### src/sv/pba_pkg.sv
package pba_pkg;

   localparam int MAX_PAGES_DEF      = 4096;
   localparam int RESERVED_PAGES_DEF = 256;
   localparam logic [12:0] TOTAL_RESET = 13'd4096;
   localparam logic [12:0] COUNT_LIMIT = 13'd4096;

   localparam logic OP_ALLOC = 1'b0;
   localparam logic OP_FREE  = 1'b1;

   typedef struct packed {
      logic        operation;
      logic [11:0] page;
   } req_type;

   typedef struct packed {
      logic [11:0] page_number;
      logic        ok;
      logic [12:0] used_pages;
   } rsp_type;

   typedef enum logic [5:0] {
      ST_CLEAR    = 6'b000001,
      ST_IDLE     = 6'b000010,
      ST_SCAN     = 6'b000100,
      ST_FREE_RD  = 6'b001000,
      ST_FREE_CHK = 6'b010000,
      ST_RESP     = 6'b100000
   } state_type;

   typedef struct packed {
      logic clear_step;
      logic accept;
      logic scan;
      logic free_check;
      logic load_rsp;
   } cmd_type;

   typedef struct packed {
      logic clear_last;
      logic words_zero;
      logic hit;
      logic miss_last;
      logic out_free;
   } status_type;

endpackage

### src/sv/pba_ctrl.sv
module pba_ctrl (
   input  logic                clock,
   input  logic                reset,
   input  logic                req_valid,
   output logic                req_ready,
   input  logic                req_op,
   input  pba_pkg::status_type status,
   output pba_pkg::cmd_type    cmd
);
   import pba_pkg::*;

   state_type state_ff, state_in;

   always_ff @(posedge clock) begin
      if (reset) begin
         state_ff <= ST_CLEAR;
      end else begin
         state_ff <= state_in;
      end
   end

   always_comb begin
      state_in  = state_ff;
      cmd       = '0;
      req_ready = 1'b0;
      unique case (state_ff)
         ST_CLEAR: begin
            cmd.clear_step = 1'b1;
            if (status.clear_last) begin
               state_in = ST_IDLE;
            end
         end
         ST_IDLE: begin
            req_ready = 1'b1;
            if (req_valid) begin
               cmd.accept = 1'b1;
               if (req_op == OP_FREE) begin
                  state_in = ST_FREE_RD;
               end else if (status.words_zero) begin
                  state_in = ST_RESP;
               end else begin
                  state_in = ST_SCAN;
               end
            end
         end
         ST_SCAN: begin
            cmd.scan = 1'b1;
            if (status.hit || status.miss_last) begin
               state_in = ST_RESP;
            end
         end
         ST_FREE_RD: begin
            state_in = ST_FREE_CHK;
         end
         ST_FREE_CHK: begin
            cmd.free_check = 1'b1;
            state_in       = ST_RESP;
         end
         ST_RESP: begin
            if (status.out_free) begin
               cmd.load_rsp = 1'b1;
               state_in     = ST_IDLE;
            end
         end
         default: begin
            state_in = ST_CLEAR;
         end
      endcase
   end

   a_accept_leaves_idle: assert property (@(posedge clock) disable iff (reset)
      req_valid && req_ready |=> state_ff != ST_IDLE)
      else $error("accepted request did not start work");

   a_hit_ends_scan: assert property (@(posedge clock) disable iff (reset)
      state_ff == ST_SCAN && status.hit |=> state_ff == ST_RESP)
      else $error("scan continued past a free bit");

   a_free_order: assert property (@(posedge clock) disable iff (reset)
      state_ff == ST_FREE_CHK |-> $past(state_ff) == ST_FREE_RD)
      else $error("free check without bitmap read");

endmodule

### config.mk
export PLATFORM = sky130hd
export DESIGN_NAME = pba_ctrl
export DESIGN_NICKNAME = d
export VERILOG_FILES = /design/src/sv/pba_pkg.sv /design/src/sv/pba_ctrl.sv
export SDC_FILE = /design/constraint.sdc
export NUM_CORES = 1
export LEC_CHECK = 0
export BUFFER_PORTS_ARGS = -buffer_cell sky130_fd_sc_hd__buf_2
export CAP_MARGIN = 20
export CORE_MARGIN = 3
export CORE_UTILIZATION = 35
export CTS_BUF_LIST = sky130_fd_sc_hd__clkbuf_4 sky130_fd_sc_hd__clkbuf_8
export CTS_CLUSTER_DIAMETER = 30
export CTS_CLUSTER_SIZE = 20
export DETAILED_ROUTE_END_ITERATION = 10
export SLEW_MARGIN = 40
export SYNTH_ARGS = -nofsm -noshare
export SYNTH_HDL_FRONTEND = slang
export SYNTH_SLANG_ARGS = --single-unit
export TNS_END_PERCENT = 20
### constraint.sdc
create_clock -name clock -period 2.1 [get_ports clock]
set_input_delay 0.315 -clock clock [delete_from_list [all_inputs] [get_ports clock]]
set_output_delay 0.315 -clock clock [all_outputs]
set_load 0.01 [all_outputs]
# Word level (Yosys, flattened, before mapping)
# Index checks and enable logic that the tools add are counted.
[totals]
regBits = 6
latchBits = 0
mem_bits_rw = 0
rom_bits = 0
in_bits = 9
out_inout_bits = 6
wordCells = 28
n_memories = 0
[classes]
n_addsub = 0
multipliers = 0
div_mod_pow = 0
order_cmp = 0
eq_ne = 10
shifts = 0
muxes = 15
n_bitwise = 0
n_reduce_logical = 2
[op_table]
columns = ["op", "count"]
rows = [
  ["$mux 6", 6],
  ["$pmux 6 s6", 1],
  ["$mux 1", 8],
  ["$ne 2x2->1 const B", 4],
  ["$eq 6x1->1 const B", 1],
  ["$eq 6x2->1 const B", 1],
  ["$eq 6x3->1 const B", 1],
  ["$eq 6x4->1 const B", 1],
  ["$eq 6x5->1 const B", 1],
  ["$eq 6x6->1 const B", 1],
  ["$reduce_and 4->1", 1],
  ["$logic_or 1x1->1", 1],
]

# Depth between registers and ports, before layout
# Gate-level depths: netlist of run 1.
[depth]
word_depth = 4
mapped_depth = 7
ltp_nobuf = 5

# Worst setup path after synthesis of run 1
# Ideal clock, no wire load.
[synth_path]
path_type = "reg-to-output"
start = "register state_ff[4]"
end = "output port cmd[3] (netlist bit)"
t_arrival_ps = 1502
t_required_ps = 1785
slack_ps = 283
path_stages_with_launch = 5
n_path_buf = 1
cell_sequence = "dfxtp_1 -> buf_6 -> or4_4 -> nor2_1 -> and2_1"
[synth_lines]
columns = ["item", "line", "rtl"]
rows = [
  ["start: declaration", "pba_ctrl.sv:12", "state_type state_ff, state_in;"],
  ["start signal: assignment", "pba_ctrl.sv:18", "state_ff <= state_in;"],
  ["end: declaration", "pba_ctrl.sv:8", "output pba_pkg::cmd_type cmd"],
]

==> results.toml, run 1 <==
[timing]
tns_ps = 0
skew_ps = 4.45
grt_setup_unrepaired = "false"
tightest_slew_ps = 368
max_freq_mhz = 507
slew_headroom = 0.753
slew_viol_final = 0
period_share = 0.939
hold_viol_final = 0
setup_violations = 0
fin_crit_ps = 1970
hold_ws_ps = 301

[die]
placementRows = 12
die-width_um = 42.1
dieArea_mm2 = 0.00177
coreArea_mm2 = 0.00117
num_io_pins = 15
die_y_um = 42.1
initial_utilization = 0.390

[grt]
use_met3 = 0.0258
grt_most_used_layer = "met2"
grt_overflow = 0
grt_max_degree = 9
grt_pass1_vias = 431
grtUsageMet1 = 0.165
met2_usage = 0.204
grt_first_pass_wirelength_um = 1770
antenna_found_initial = 0
track_usage = 0.130

[cells_and_area]
nets = 84
drive_gt1_frac = 0.342
syn_to_final_growth_pct = 22.7
layout_common_cells = "buf_2 (14), nor2_1 (12), nor3_1 (8), dfxtp_1 (6), clkbuf_4 (3)"
fillCellCount = 124
largest_reg_flops = 6
top_register = "state_ff"
mostFrequentLayoutCell = "buf_2"
top_regs = "state_ff x6"
n_antenna_cell = 0

[power_and_ir_drop]
pwr-share-comb = 0.414
ir_drop_uv = 356
p_per_area_mw_per_mm2 = 790
power_frac_seq = 0.343
power.share.clock = 0.243
p_sw_uw = 161
p_int_uw = 282
switching_share = 0.363
p_leak_nw = 0.234

[worst_hold_path]
hold_start = "reset"
hold_end = "state_ff[5]"
hp-class = "in -> reg"
hold_depth = 2

[clocking]
clk_path_buf_depth = 2
postCtsHoldBufs = 0
worst_skew_pair.late_latency_ps = 240
post_cts_buffers = 0
cts_root_buf = "clkbuf_4"
cts_buffers = 3
cts_sinks = 6
cts_tree = "built"
cts_resized = 0
h-tree-depth = 1
clk_pin_slew_worst_paths_ps = 50

[routing]
vias = 455
dr.first_iter.drc_count = 12
routed_via_density = 5.23
routedWlPerCell_um = 12.3
drt_wl_total_um = 1070
dr.pass1.iters = 4
drc_errors = 0
ant_nets = 0

[place]
dp.final_hpwl_um = 878
routabilityCongestion = 0.812
io_buffers = 14

[synth]
yosysSeqAreaShare = 0.263
synth_cell_type_count = 30
async_reset_ff_frac = 0
syn_area_um2 = 457
syn_area_per_cell_um2 = 8.01
yosys_warnings = 0
synth-edff-count = 0
synth_nets = 66
dominantRegCellSynth = "dfxtp_1"
syn_inst = 57
synth-seq-cells = 6

[worst_setup_path]
ff2ff_path_depth = 5
required_ps = 1780
r2r_start = "state_ff[1]"
path_max_fanout = 7
cp-end-kind = "output port"
path_class = "reg -> out"
r2r-end = "state_ff[5]"
cp.arrival_ps = 1660
reg2reg_slack_ps = 290
start_kind = "register"

[job]
cap_viol_max_count = 0

[status]
status = "completed"
## worst max-delay path, stage by stage (launching register included)
cell     delay [ps]
dfxtp_1         360
or4_1           690
nor3_1          210
buf_2           160
## worst max-delay path by stage
stage	startpoint	to	slack (ps)
after floorplan	state_ff[4]	cmd[3]	280
after global placement	state_ff[4]	state_ff[1]	310
after detailed placement	state_ff[4]	state_ff[5]	290
after CTS	state_ff[1]	cmd[4]	120
after global routing	state_ff[1]	cmd[4]	20
final	state_ff[1]	cmd[0]	130
## cells in the mapped netlist, types with 2 or more instances
library cell,count,area [um^2]
dfxtp_1,6,120
a31oi_1,2,12.5
nor3_1,8,40.0
or4_4,2,22.5
nor2_1,12,45.0
inv_1,2,7.51
o21ai_0,2,10.0
## final cells by class
class | instances | area (um^2) | area share
multi-input combinational | 46 | 308 | 0.549
timing repair buffer | 16 | 85.1 | 0.152
clock buffer | 3 | 22.5 | 0.0402
tap | 14 | 17.5 | 0.0312
sequential | 6 | 120 | 0.214
inverter | 2 | 7.51 | 0.0134
## logic make-up after synthesis
group,share of synthesized area
DFF,0.263
AOI/OAI and AO/OA,0.145
and+or+nand+nor,0.490
buffers and inverters,0.0630
xor gates and xnor gates,0.0384
## per-layer routing
metal  up-vias  routed length, um
met5         -                  0
met4         0                  0
li1        239                  -
met2         9                493
met3         0                 36
met1       207                540
## power groups by stage
stage	combinational [mW]	clock, mW	sequential [mW]
final	0.183	0.108	0.152
after floorplan	0.142	0	0.147
after global routing	0.205	0.117	0.156
after CTS	0.185	0.111	0.151
after detailed placement	0.184	0	0.153
after global placement	0.185	0	0.153
## metrics by stage
step                instances  setup WS, ps  power (mW)  utilization  instance area [um^2]
CTS                        87           122       0.447        0.479                   561
floorplan                  57           283       0.288            -                   457
global placement           84           311       0.338        0.459                   538
global route               87          21.3       0.478        0.479                   561
finish                     87           129       0.443        0.479                   561
detailed placement         84           292       0.337        0.459                   538
Power figures use the tool's default switching activity.
==> run 2, diff against run 1 <==
--- a/config.mk
+++ b/config.mk
@@ -7,12 +7,15 @@
 export LEC_CHECK = 0
 export BUFFER_PORTS_ARGS = -buffer_cell sky130_fd_sc_hd__buf_2
 export CAP_MARGIN = 20
+export CELL_PAD_IN_SITES_DETAIL_PLACEMENT = 0
+export CELL_PAD_IN_SITES_GLOBAL_PLACEMENT = 1
 export CORE_MARGIN = 3
 export CORE_UTILIZATION = 35
 export CTS_BUF_LIST = sky130_fd_sc_hd__clkbuf_4 sky130_fd_sc_hd__clkbuf_8
 export CTS_CLUSTER_DIAMETER = 30
 export CTS_CLUSTER_SIZE = 20
 export DETAILED_ROUTE_END_ITERATION = 10
+export PLACE_DENSITY_LB_ADDON = 0.1
 export SLEW_MARGIN = 40
 export SYNTH_ARGS = -nofsm -noshare
 export SYNTH_HDL_FRONTEND = slang
==> run 2 against run 1 <==
- core utilization rose by 0.64 points
- worst hold slack improved by 13 ps
- routed wire length rose by 4.7%
- sequential power barely moved
- critical path depth did not move
- clock power fell by 4%
- final cell count rose by 1.1%
- largest power group unchanged
==> results.toml, run 2 (synthesized netlist as in run 1, its figures left out) <==
[status]
status = "completed"

[routing]
ant_nets = 0
routed_via_density = 5.48
drc_errors = 0
dr.first_iter.drc_count = 34
routedWlPerCell_um = 12.7
drt_wl_total_um = 1120
vias = 482
dr.pass1.iters = 4

[grt]
track_usage = 0.139
grt_max_degree = 9
grt_first_pass_wirelength_um = 1880
grt_pass1_vias = 423
grt_overflow = 0
antenna_found_initial = 0

[job]
cap_viol_max_count = 0

[die]
dieArea_mm2 = 0.00177
die-width_um = 42.1
die_y_um = 42.1
placementRows = 12
num_io_pins = 15
initial_utilization = 0.390
coreArea_mm2 = 0.00117

[clocking]
postCtsHoldBufs = 0
clk_path_buf_depth = 2
cts_buffers = 3
cts_tree = "built"
clk_pin_slew_worst_paths_ps = 50
worst_skew_pair.late_latency_ps = 240
cts_resized = 0
cts_root_buf = "clkbuf_4"
h-tree-depth = 1
post_cts_buffers = 0
cts_sinks = 6

[worst_setup_path]
cp.arrival_ps = 1660
cp-end-kind = "output port"
start_kind = "register"
path_class = "reg -> out"
path_max_fanout = 7
required_ps = 1780

[timing]
slew_viol_final = 0
tns_ps = 0
period_share = 0.943
setup_ws_ps = 120
max_freq_mhz = 505
hold_viol_final = 0
grt_setup_unrepaired = "false"
setup_violations = 0
skew_ps = 5.59
slew_headroom = 0.772
fin_crit_ps = 1980
tightest_slew_ps = 341

[worst_hold_path]
hp-class = "in -> reg"

[power_and_ir_drop]
p_leak_nw = 0.239
p_per_area_mw_per_mm2 = 797
ir_drop_uv = 520

[cells_and_area]
final_util = 0.485
fin_cells = 88
nets = 85
mostFrequentLayoutCell = "buf_2"
layout_common_cells = "buf_2 (14), nor2_1 (12), nor3_1 (8), dfxtp_1 (6)"
syn_to_final_growth_pct = 24.4
n_antenna_cell = 0
largest_reg_flops = 6
postLayoutCellArea_um2 = 568
top_register = "state_ff"
regArea_um2 = 120
drive_gt1_frac = 0.351
top_regs = "state_ff x6"
fillCellCount = 128
multi_input_area_um2 = 308

[place]
io_buffers = 14
routabilityCongestion = 0.760
place_area_um2 = 546
dp.final_hpwl_um = 891
dp.cells = 85
place_ws_ps = 246
==> run 2: cell types whose count changed in the layout (fill, tap and decap cells not counted), sizes merged <==
cell	before	now
buf	16	17
==> run 2: where the power goes <==
group	internal [mW]	switching (mW)	total (mW)	leakage, nW
combinational	0.0966	0.102	0.198	0.176
clock	0.0645	0.0396	0.104	0.0138
sequential	0.128	0.0227	0.150	0.0489
total	0.289	0.164	0.453	0.239
==> run 2: path summary, 6_finish.rpt <==
kind                             startpoint     endpoint  slack [ps]  depth (start not counted)
worst max-delay path            state_ff[1]       cmd[4]         120                          3
worst min-delay path                  reset  state_ff[5]         310                          2
worst max register to register  state_ff[1]  state_ff[1]         230                          5
worst min register to register  state_ff[3]  state_ff[4]         530                          2
==> run 2: stage by stage <==
| step | hold slack (ps) | power (mW) |
|---|---|---|
| floorplan | 387 | 0.288 |
| finish | 313 | 0.453 |
| global placement | 517 | 0.356 |
| global route | 312 | 0.490 |
| CTS | 304 | 0.459 |
| detailed placement | 517 | 0.350 |
==> run 2: cell type report <==
| cell class | instances | share of cell area |
|---|---|---|
| multi-input combinational | 46 | 0.542 |
| clock buffer | 3 | 0.0396 |
| sequential | 6 | 0.211 |
| inverter | 2 | 0.0132 |
| tap | 14 | 0.0308 |
| timing repair buffer | 17 | 0.163 |
==> run 2: worst max-delay path: stages, from the launching register on <==
cell     delay [ps]
dfxtp_1         370
or4_1           680
nor3b_1         210
buf_2           160
==> run 2: metal layers <==
metal / GRT usage / share of wire / up-vias
li1: - / - / 241
met3: 0.0773 / 0.10 / 0
met5: 0 / 0 / -
met2: 0.198 / 0.46 / 27
met1: 0.181 / 0.44 / 214
met4: 0.0373 / 0 / 0
==> run 3, diff against run 2 <==
--- a/config.mk
+++ b/config.mk
@@ -9,12 +9,12 @@
 export CAP_MARGIN = 20
 export CELL_PAD_IN_SITES_DETAIL_PLACEMENT = 0
 export CELL_PAD_IN_SITES_GLOBAL_PLACEMENT = 1
-export CORE_MARGIN = 3
-export CORE_UTILIZATION = 35
+export CORE_AREA = 3 3 40 42
 export CTS_BUF_LIST = sky130_fd_sc_hd__clkbuf_4 sky130_fd_sc_hd__clkbuf_8
 export CTS_CLUSTER_DIAMETER = 30
 export CTS_CLUSTER_SIZE = 20
 export DETAILED_ROUTE_END_ITERATION = 10
+export DIE_AREA = 0 0 43 45
 export PLACE_DENSITY_LB_ADDON = 0.1
 export SLEW_MARGIN = 40
 export SYNTH_ARGS = -nofsm -noshare
==> run 3 against run 2 <==
- routed wire length fell by 4.9%
- count of clock-buffer cells in the layout unchanged
- core utilization decreased by 4.6 points
==> results.toml, run 3 (synthesized netlist as in run 1, its figures left out) <==
[status]
status = "completed"

[timing]
tightest_slew_ps = 371
max_freq_mhz = 513
slew_headroom = 0.751
grt_setup_unrepaired = "false"
setup_violations = 0
period_share = 0.928
skew_ps = 2.76
tns_ps = 0
setup_ws_ps = 150
fin_crit_ps = 1950
slew_viol_final = 0
hold_viol_final = 0

[grt]
grt_first_pass_wirelength_um = 1640
grt_overflow = 0
grt_max_degree = 9
antenna_found_initial = 0
track_usage = 0.114
grt_pass1_vias = 410

[die]
die-width_um = 43
initial_utilization = 0.355
coreArea_mm2 = 0.00128
num_io_pins = 15
dieArea_mm2 = 0.00194
placementRows = 13
die_y_um = 45

[place]
routabilityCongestion = 0.737
io_buffers = 14
place_ws_ps = 308
dp.final_hpwl_um = 861

[routing]
vias = 449
routed_via_density = 5.10
dr.first_iter.drc_count = 5
met2WireLength_um = 468
ant_nets = 0
top_layer_used = "met3"
drt_wl_total_um = 1070
drt-met1-wl_um = 524
drc_errors = 0
dr.pass1.iters = 4
wl_met3_um = 71
routedWlPerCell_um = 12.1

[power_and_ir_drop]
p_leak_nw = 0.234
p_per_area_mw_per_mm2 = 780
ir_drop_uv = 406

[worst_setup_path]
ff2ff_path_depth = 5
cp-startpoint = "state_ff[1]"
r2r-end = "state_ff[1]"
path_max_fanout = 7
cp-end-kind = "output port"
r2r_start = "state_ff[1]"
cp.arrival_ps = 1630
required_ps = 1780
path_class = "reg -> out"
reg2reg_slack_ps = 300
cp-endpoint = "cmd[4]"
start_kind = "register"

[clocking]
cts_tree = "built"
cts_root_buf = "clkbuf_4"
cts_sinks = 6
post_cts_buffers = 0
clk_pin_slew_worst_paths_ps = 40
postCtsHoldBufs = 0
h-tree-depth = 1
clk_path_buf_depth = 2
cts_buffers = 3
worst_skew_pair.late_latency_ps = 240

[worst_hold_path]
hp-class = "in -> reg"

[cells_and_area]
nets = 84
top_register = "state_ff"
fillCellCount = 144
layout_common_cells = "buf_2 (14), nor2_1 (11), nor3_1 (8), dfxtp_1 (6), clkbuf_4 (3)"
n_antenna_cell = 0
largest_reg_flops = 6
drive_gt1_frac = 0.356
top_regs = "state_ff x6"
mostFrequentLayoutCell = "buf_2"
syn_to_final_growth_pct = 23.6

[job]
cap_viol_max_count = 0
## run 3: cell count changes in the layout (fill, tap and decap cells not counted)
cell    previous run  this run
buf_4              3         2
nor2_2             0         1
nor2_1            12        11
## run 3: metrics by stage
stage	hold WS [ps]	util	instance area [um^2]	instances	power (mW)
6_report	311	0.439	564	88	0.440
3_3_place_gp	544	0.420	539	85	0.341
3_5_place_dp	523	0.420	539	85	0.337
5_1_grt	315	0.439	564	88	0.471
2_1_floorplan	387	-	457	57	0.288
4_1_cts	310	0.437	562	88	0.445
## run 3: layer usage
metal | vias to the layer above | global-route usage
met3 | 0 | 0.0478
met5 | - | 0
met1 | 197 | 0.133
li1 | 239 | -
met4 | 0 | 0.0361
met2 | 13 | 0.192
## run 3: critical path, stage by stage (launching register included)
cell	delay [ps]
dfxtp_1	360
or4_1	670
nor3b_1	210
buf_2	150
## run 3: worst min path at each step
stage	start	end	slack (ps)	depth (start not counted)
2_1_floorplan	reset	state_ff[5]	390	1
3_3_place_gp	state_ff[3]	state_ff[4]	540	2
3_5_place_dp	state_ff[3]	state_ff[4]	520	2
4_1_cts	reset	state_ff[5]	310	2
5_1_grt	reset	state_ff[5]	320	2
6_report	reset	state_ff[5]	310	2
## run 3: report_power, final
group / internal, mW / switching (mW) / total (mW)
logic: 0.0902 / 0.0941 / 0.184
registers: 0.128 / 0.0249 / 0.152
clock network: 0.0644 / 0.0387 / 0.103
## run 3: what timing repair did
action,in CTS,in global routing
hold endpoints to repair,0,0
resized for setup,0,1
endpoints found under the setup margin,0,1
## run 3: cell type report
type	instances	area, um^2	area share
Timing Repair Buffer	16	85.1	0.151
Multi-Input combinational cell	46	310	0.550
Inverter	2	7.51	0.0133
Clock buffer	3	22.5	0.0399
Sequential cell	6	120	0.213
Tap cell	15	18.8	0.0333
